## src/sv/pgl_pkg.sv

```systemverilog
// ----------------------------------------------------------------------------
// pgl_pkg
// Shared types and constants for the premultiplied gamma lookup pipeline.
// ----------------------------------------------------------------------------
`timescale 1ns / 1ps
`default_nettype none

package pgl_pkg;

   localparam logic       PGL_OP_PIXEL      = 1'b0;
   localparam logic       PGL_OP_WRITE      = 1'b1;
   localparam logic [7:0] PGL_ALPHA_OPAQUE  = 8'hff;
   localparam logic [7:0] PGL_BYTE_MAX      = 8'hff;
   localparam int         PGL_RECIP_CAP     = 32767;
   localparam int         PGL_RECIP_NUM     = 65536;
   localparam int         PGL_RECIP_W       = 15;

   typedef struct packed {
      logic        opcode;
      logic [31:0] pixel_in;
      logic        last_pixel;
      logic [7:0]  table_index;
      logic [7:0]  red_value;
      logic [7:0]  green_value;
      logic [7:0]  blue_value;
   } pgl_req_type;

   typedef struct packed {
      logic [31:0] pixel_out;
      logic        last_out;
   } pgl_rsp_type;

   typedef struct packed {
      logic en2;
      logic en3;
      logic wr_en;
      logic opaque1;
      logic opaque3;
   } pgl_ctl_type;

endpackage

`default_nettype wire

```

## src/sv/pgl_chan.sv

```systemverilog
// ----------------------------------------------------------------------------
// pgl_chan
// One color channel: index calculation, gamma table and rescaling by alpha.
// ----------------------------------------------------------------------------
`timescale 1ns / 1ps
`default_nettype none

module pgl_chan (
   input  wire logic                           clock,
   input  wire pgl_pkg::pgl_ctl_type           ctl,
   input  wire logic [7:0]                     c1,
   input  wire logic [7:0]                     alpha1,
   input  wire logic [pgl_pkg::PGL_RECIP_W-1:0] recip1,
   input  wire logic [7:0]                     alpha3,
   input  wire logic [7:0]                     wr_index,
   input  wire logic [7:0]                     wr_value,
   output logic      [7:0]                     chan_out
);
   import pgl_pkg::*;

   logic [22:0] prod1;
   logic        over1;
   logic [7:0]  idx_in;
   logic [7:0]  diff_in;
   logic [7:0]  idx_ff;
   logic [7:0]  diff2_ff;
   logic [7:0]  diff3_ff;
   logic [7:0]  lut_ff;
   logic [7:0]  lut_mem [256];
   logic [8:0]  scale3;
   logic [16:0] prod3;
   logic [8:0]  sum3;
   logic [7:0]  sat3;

   assign prod1   = 23'(recip1) * 23'(c1);
   assign over1   = c1 > alpha1;
   assign idx_in  = ctl.opaque1 ? c1 : (over1 ? PGL_BYTE_MAX : prod1[15:8]);
   assign diff_in = over1 ? 8'(c1 - alpha1) : 8'd0;

   always_ff @(posedge clock) begin
      if (ctl.en2) begin
         idx_ff   <= idx_in;
         diff2_ff <= diff_in;
      end
   end

   always_ff @(posedge clock) begin
      if (ctl.wr_en) begin
         lut_mem[wr_index] <= wr_value;
      end
      if (ctl.en3) begin
         lut_ff   <= lut_mem[idx_ff];
         diff3_ff <= diff2_ff;
      end
   end

   assign scale3   = 9'(alpha3) + 9'(alpha3[7]);
   assign prod3    = 17'(lut_ff) * 17'(scale3);
   assign sum3     = 9'(prod3[15:8]) + 9'(diff3_ff);
   assign sat3     = sum3[8] ? PGL_BYTE_MAX : sum3[7:0];
   assign chan_out = ctl.opaque3 ? lut_ff : sat3;

endmodule

`default_nettype wire

```

## config.mk

```make
export PLATFORM = sky130hd
export DESIGN_NAME = pgl_chan
export DESIGN_NICKNAME = d
export VERILOG_FILES = /design/src/sv/pgl_pkg.sv /design/src/sv/pgl_chan.sv
export SDC_FILE = /design/constraint.sdc
export NUM_CORES = 2
export LEC_CHECK = 0
export BUFFER_PORTS_ARGS = -buffer_cell sky130_fd_sc_hd__buf_2
export CAP_MARGIN = 30
export CORE_ASPECT_RATIO = 1.25
export CORE_MARGIN = 5
export CORE_UTILIZATION = 40
export CTS_BUF_LIST = sky130_fd_sc_hd__clkbuf_4 sky130_fd_sc_hd__clkbuf_8
export DETAILED_ROUTE_END_ITERATION = 8
export PLACE_DENSITY = 0.53
export RECOVER_POWER = 25
export SYNTH_ARGS = -nofsm -noshare
export SYNTH_HDL_FRONTEND = slang
export SYNTH_SLANG_ARGS = --single-unit
```

## constraint.sdc

```tcl
create_clock -name clock -period 8.51 [get_ports clock]
set_input_delay 1.2765 -clock clock [delete_from_list [all_inputs] [get_ports clock]]
set_output_delay 1.2765 -clock clock [all_outputs]
set_load 0.03 [all_outputs]
```

* After elaboration in Yosys (flattened, before gate mapping)
Memories as Yosys holds them, arrays and structs flattened. A register that Yosys moved wholly into a read port is not among the register bits.
Cells that the tools add are included.
** Word-level totals
- Output and inout port bits :: 8
- Memory bits (writable) :: 2048
- Memories kept :: 1
- Flip-flop bits (word level) :: 24
- Logic and storage cells :: 16
- Input port bits :: 61
** Memory list
- lut_mem :: depth 256, bits a word 8, rd ports 1, clocked after Yosys merged registers in 1, write ports 1, RTL line pgl_chan.sv:29 : logic [7:0] lut_mem [256];
** Operators by class
- Multiplexer cells :: 6
- Multipliers :: 2
- Add/sub/neg operators :: 3
- Order comparisons :: 1
** Operator list (number)
- 8-bit 2-to-1 mux :: 4
- 15-bit by 8-bit multiplier with 16-bit output :: 1
- 8-bit by 9-bit multiplier with 16-bit output :: 1
- 8-bit by 1-bit adder with 9-bit output :: 1
- 8-bit by 8-bit adder with 9-bit output :: 1
- 8-bit greater-than comparator :: 1
- 8-bit subtractor :: 1
- 1-bit 2-to-1 mux :: 2

* Depth between registers and ports, before layout
- Word-level depth :: 5
- Gate-level depth with buffers :: 26
- Mapped depth without buffers :: 26

* Worst setup path before layout
Ideal clock, no wire load.
- Kind :: input to output
- Start :: in alpha3[0]
- End :: out chan_out[0]
- Arrival time :: 7042 ps
- Setup slack :: 192 ps
- Required time :: 7234 ps
- Stages :: 25
- Path buffers :: 0
- Path through :: ha_1 ha_1 nand3_1 xor2_1 nand2b_1 fa_1 fa_1 inv_1 fa_1 fa_1 ha_1 a2111oi_0 o21ai_0 and2_1 a21oi_1 xnor2_1 inv_1 fa_1 nor2b_1 o21ai_0 a21oi_1 o21ai_0 nand2b_1 a31oi_1 a21oi_1
** On the way
- Cells in the longest elaborated chain, start to end :: 5
** RTL lines
- from (decl) :: RTL line pgl_chan.sv:14 : input wire logic [7:0] alpha3,
- 8-bit by 1-bit adder with 9-bit output :: RTL line pgl_chan.sv:57 : assign scale3 = 9'(alpha3) + 9'(alpha3[7]);
- 8-bit by 9-bit multiplier with 16-bit output :: RTL line pgl_chan.sv:58 : assign prod3 = 17'(lut_ff) * 17'(scale3);
- 8-bit by 8-bit adder with 9-bit output :: RTL line pgl_chan.sv:59 : assign sum3 = 9'(prod3[15:8]) + 9'(diff3_ff);
- 8-bit 2-to-1 mux :: RTL line pgl_chan.sv:60 : assign sat3 = sum3[8] ? PGL_BYTE_MAX : sum3[7:0];
- 8-bit 2-to-1 mux :: RTL line pgl_chan.sv:61 : assign chan_out = ctl.opaque3 ? lut_ff : sat3;
- to (decl) :: RTL line pgl_chan.sv:17 : output logic [7:0] chan_out
No other way between the ends.

* Final worst setup path
- Start :: in alpha3[7]
- End :: out chan_out[5]
Same word-level chain as after synthesis.

==> out/metrics.yaml <==
slew_viol_final: 1318
ir_worst_vdd_mv: 0.844
endpoint_kind: "primary output"
cellPowerDensity_nw_per_um2: 317
core_um2: 212000
synth_area_leader_cell: "edfxtp_1"
vias: 41600
io_pins: 69
die_area_um2: 223000
grt_pass1_wl_um: 315000
slew_headroom: -3.38
avgSynthCellArea_um2: 20.1
synth_edf_count: 2080
grt_overflow: 0
p_leak_nw: 30.3
setup_viol: 0
rows: 189
die_w_um: 423
drtPass1Iterations: 7
critical_path_class: "in2out"
wl_um: 217000
status: "finished with violations"
grt_max_degree: 169
syn_inst: 4241
areaGrowthSynthToFinish_pct: 11.7
fin_cells: 7534
drive_gt1_frac: 0.258
io_buffers: 68
grt_pass1_vias: 44300
critPathMaxStageDelay_ns: 0.52
yosysMostFrequentCell: "edfxtp_1"
tightest_slew_ns: 6.56
cap_violations: 14
clock_latency_ns: 1.01
synth_top_area_share: 0.731
cp_max_fo: 8
yosysWarnings: 0
min_from: "diff2_ff[5]"
cts.sinks: 2080
max_freq_ghz: 0.122
die_h_um: 527
detail_route.wl_per_cell_um: 28.8
viasPerCell: 5.52
placedCellCount: 6946
gp_congestion: 0.799
grt_usage: 0.194
crit_top_cell: "fa_1"
fin_setup_tns_ns: 0
worstPathRequired_ns: 7.23
worst_ep_arrival_time_ns: 6.94
min_to: "diff3_ff[5]"
htreeDepth: 5
dp_hpwl_um: 131000
drc: 0
critical-path-top-delay-family: "adder cells"
syn_area_um2: 85400
slowest_stage: "fa_1"
cts_buffers: 333
failed_checks: "capacitance limit, slew limit"
synthTopCellsByArea: "edfxtp_1 (73%), mux4_2 (14%), fa_1 (2.4%), nor2_1 (1.2%), mux2i_1 (1.2%)"
min_path_type: "reg2reg"
drtAntennaViolNets: 0
start_util: 0.402
cts_tree: "built"
period_needed_ns: 8.21
drt-initial-drc-count: 3514
finalCritPeriodShare: 0.965
synth_fp_nets: 4474
crit_buf_inv: 5
r2r_slack_ns: 3.94
hold_depth: 0
cts_root_buf: "clkbuf_8"
synthDistinctLibCells: 55
clock_path_buffers: 4
worstRegToRegCells: 8
skew_ns: 0.0609
hold_viol_final: 0
async_flop_share: 0
synth_ff_type: "edfxtp_1"
num-nets-final: 4754
worstReg2RegStart: "idx_ff[4]"
antenna_found_initial: 16
seq_area_frac_synth: 0.731
ys_ff_latch: 2080
clk_pin_slew_ns: 0.06
synth_common_cells: "edfxtp_1 (2080), mux4_2 (519), nor2_1 (283)"
r2r_end: "lut_ff[0]"
startpoint_type: "input port"
where the power goes:
group	leakage (nW)	switching, mW	total [mW]	internal (mW)
registers	18.7	0.117	11.5	11.4
logic	8.34	6.01	10.6	4.59
clock network	3.28	3.84	8.11	4.27
total	30.3	9.97	30.2	20.3
area by class of cell:
class / instances / area [µm²]
multi-input cells: 1821 / 21600
clock inverters: 131 / 688
diodes: 5 / 12.5
inverters: 105 / 394
flip-flops and latches: 2080 / 62500
clock buffers: 443 / 5450
well taps: 2769 / 3460
fillers: 18200 / 117000
repair buffers: 180 / 1350
cells by family (layout without fill, tap and decap cells):
family	Yosys count	after routing	synth area share
XOR/XNOR	42	42	0.00431
AO/OA/AOI/OAI	323	323	0.0267
flip-flops	2080	2080	0.731
buffers and inverters	340	859	0.0189
AND/OR/NAND/NOR	660	660	0.0359
multiplexers	624	624	0.149
other	0	5	0
adder cells (fa/ha/maj)	172	172	0.0341
per-stage QoR:
step,hold WS (ns),instance area [µm²],utilization,worst slack (ns),power [mW]
finish,0.418,95400,0.449,0.296,30.2
global route,0.428,95400,0.449,-0.0366,31.9
CTS,0.420,95300,0.449,0.0169,30.4
detailed placement,0.405,89200,0.420,-0.328,22.1
global placement,0.401,89000,0.419,-0.320,22.1
floorplan,0.400,85400,-,0.192,18.5
cell usage in the layout (no fill, tap or decap), drive strengths merged, types with 29 or more instances in the layout:
master / Yosys / layout
nor2b: 64 / 64
mux2i: 103 / 103
nand2: 103 / 103
inv: 105 / 107
a22oi: 74 / 74
nor3: 33 / 33
o221ai: 32 / 32
clkinv: 0 / 119
edfxtp: 2080 / 2080
nand3: 58 / 58
xnor2: 30 / 30
nor2: 283 / 283
and2: 76 / 76
fa: 101 / 101
a21oi: 69 / 69
clkbuf: 112 / 460
mux4: 519 / 519
buf: 123 / 162
a22o: 29 / 29
ha: 71 / 71
worst reg2reg max path, delay by kind of cell (launching register included):
family	cells	cell delay, ns
AO/OA/AOI/OAI	4	1.11
buffers and inverters	1	0.61
flip-flops	1	0.74
AND/OR/NAND/NOR	3	1.80
flip-flops by register name (all words and copies together), names as in the netlist:
name / count
lut_ff: 8
diff2_ff: 8
lut_mem: 2048
diff3_ff: 8
idx_ff: 8
how the worst max path moves through the flow:
stage               from     endpoint  slack [ns]  depth (start not counted)
6_report       alpha3[7]  chan_out[5]        0.30                         26
5_1_grt        alpha3[7]  chan_out[4]       -0.04                         26
4_1_cts        alpha3[0]  chan_out[7]        0.02                         26
3_5_place_dp   alpha3[0]  chan_out[5]       -0.33                         26
3_3_place_gp   alpha3[0]  chan_out[4]       -0.32                         26
2_1_floorplan  alpha3[0]  chan_out[0]        0.19                         25
per-layer routing:
layer  wire length [µm]  up-vias  track usage
met5                  0        -            0
met3              11000      321       0.0346
met1              87500    22300        0.251
met2             112000     1131        0.333
li1                   -    17800            -
met4               6860        0       0.0626
timing repair:
item | in CTS | in global routing
pin swaps | 0 | 8
setup buffers | 0 | 2
hold buffers | 0 | 0
gates cloned | 0 | 0
endpoints found under the setup margin | 8 | 8
resized for setup | 8 | 32
No activity file was read; power rests on OpenSTA's default activity.
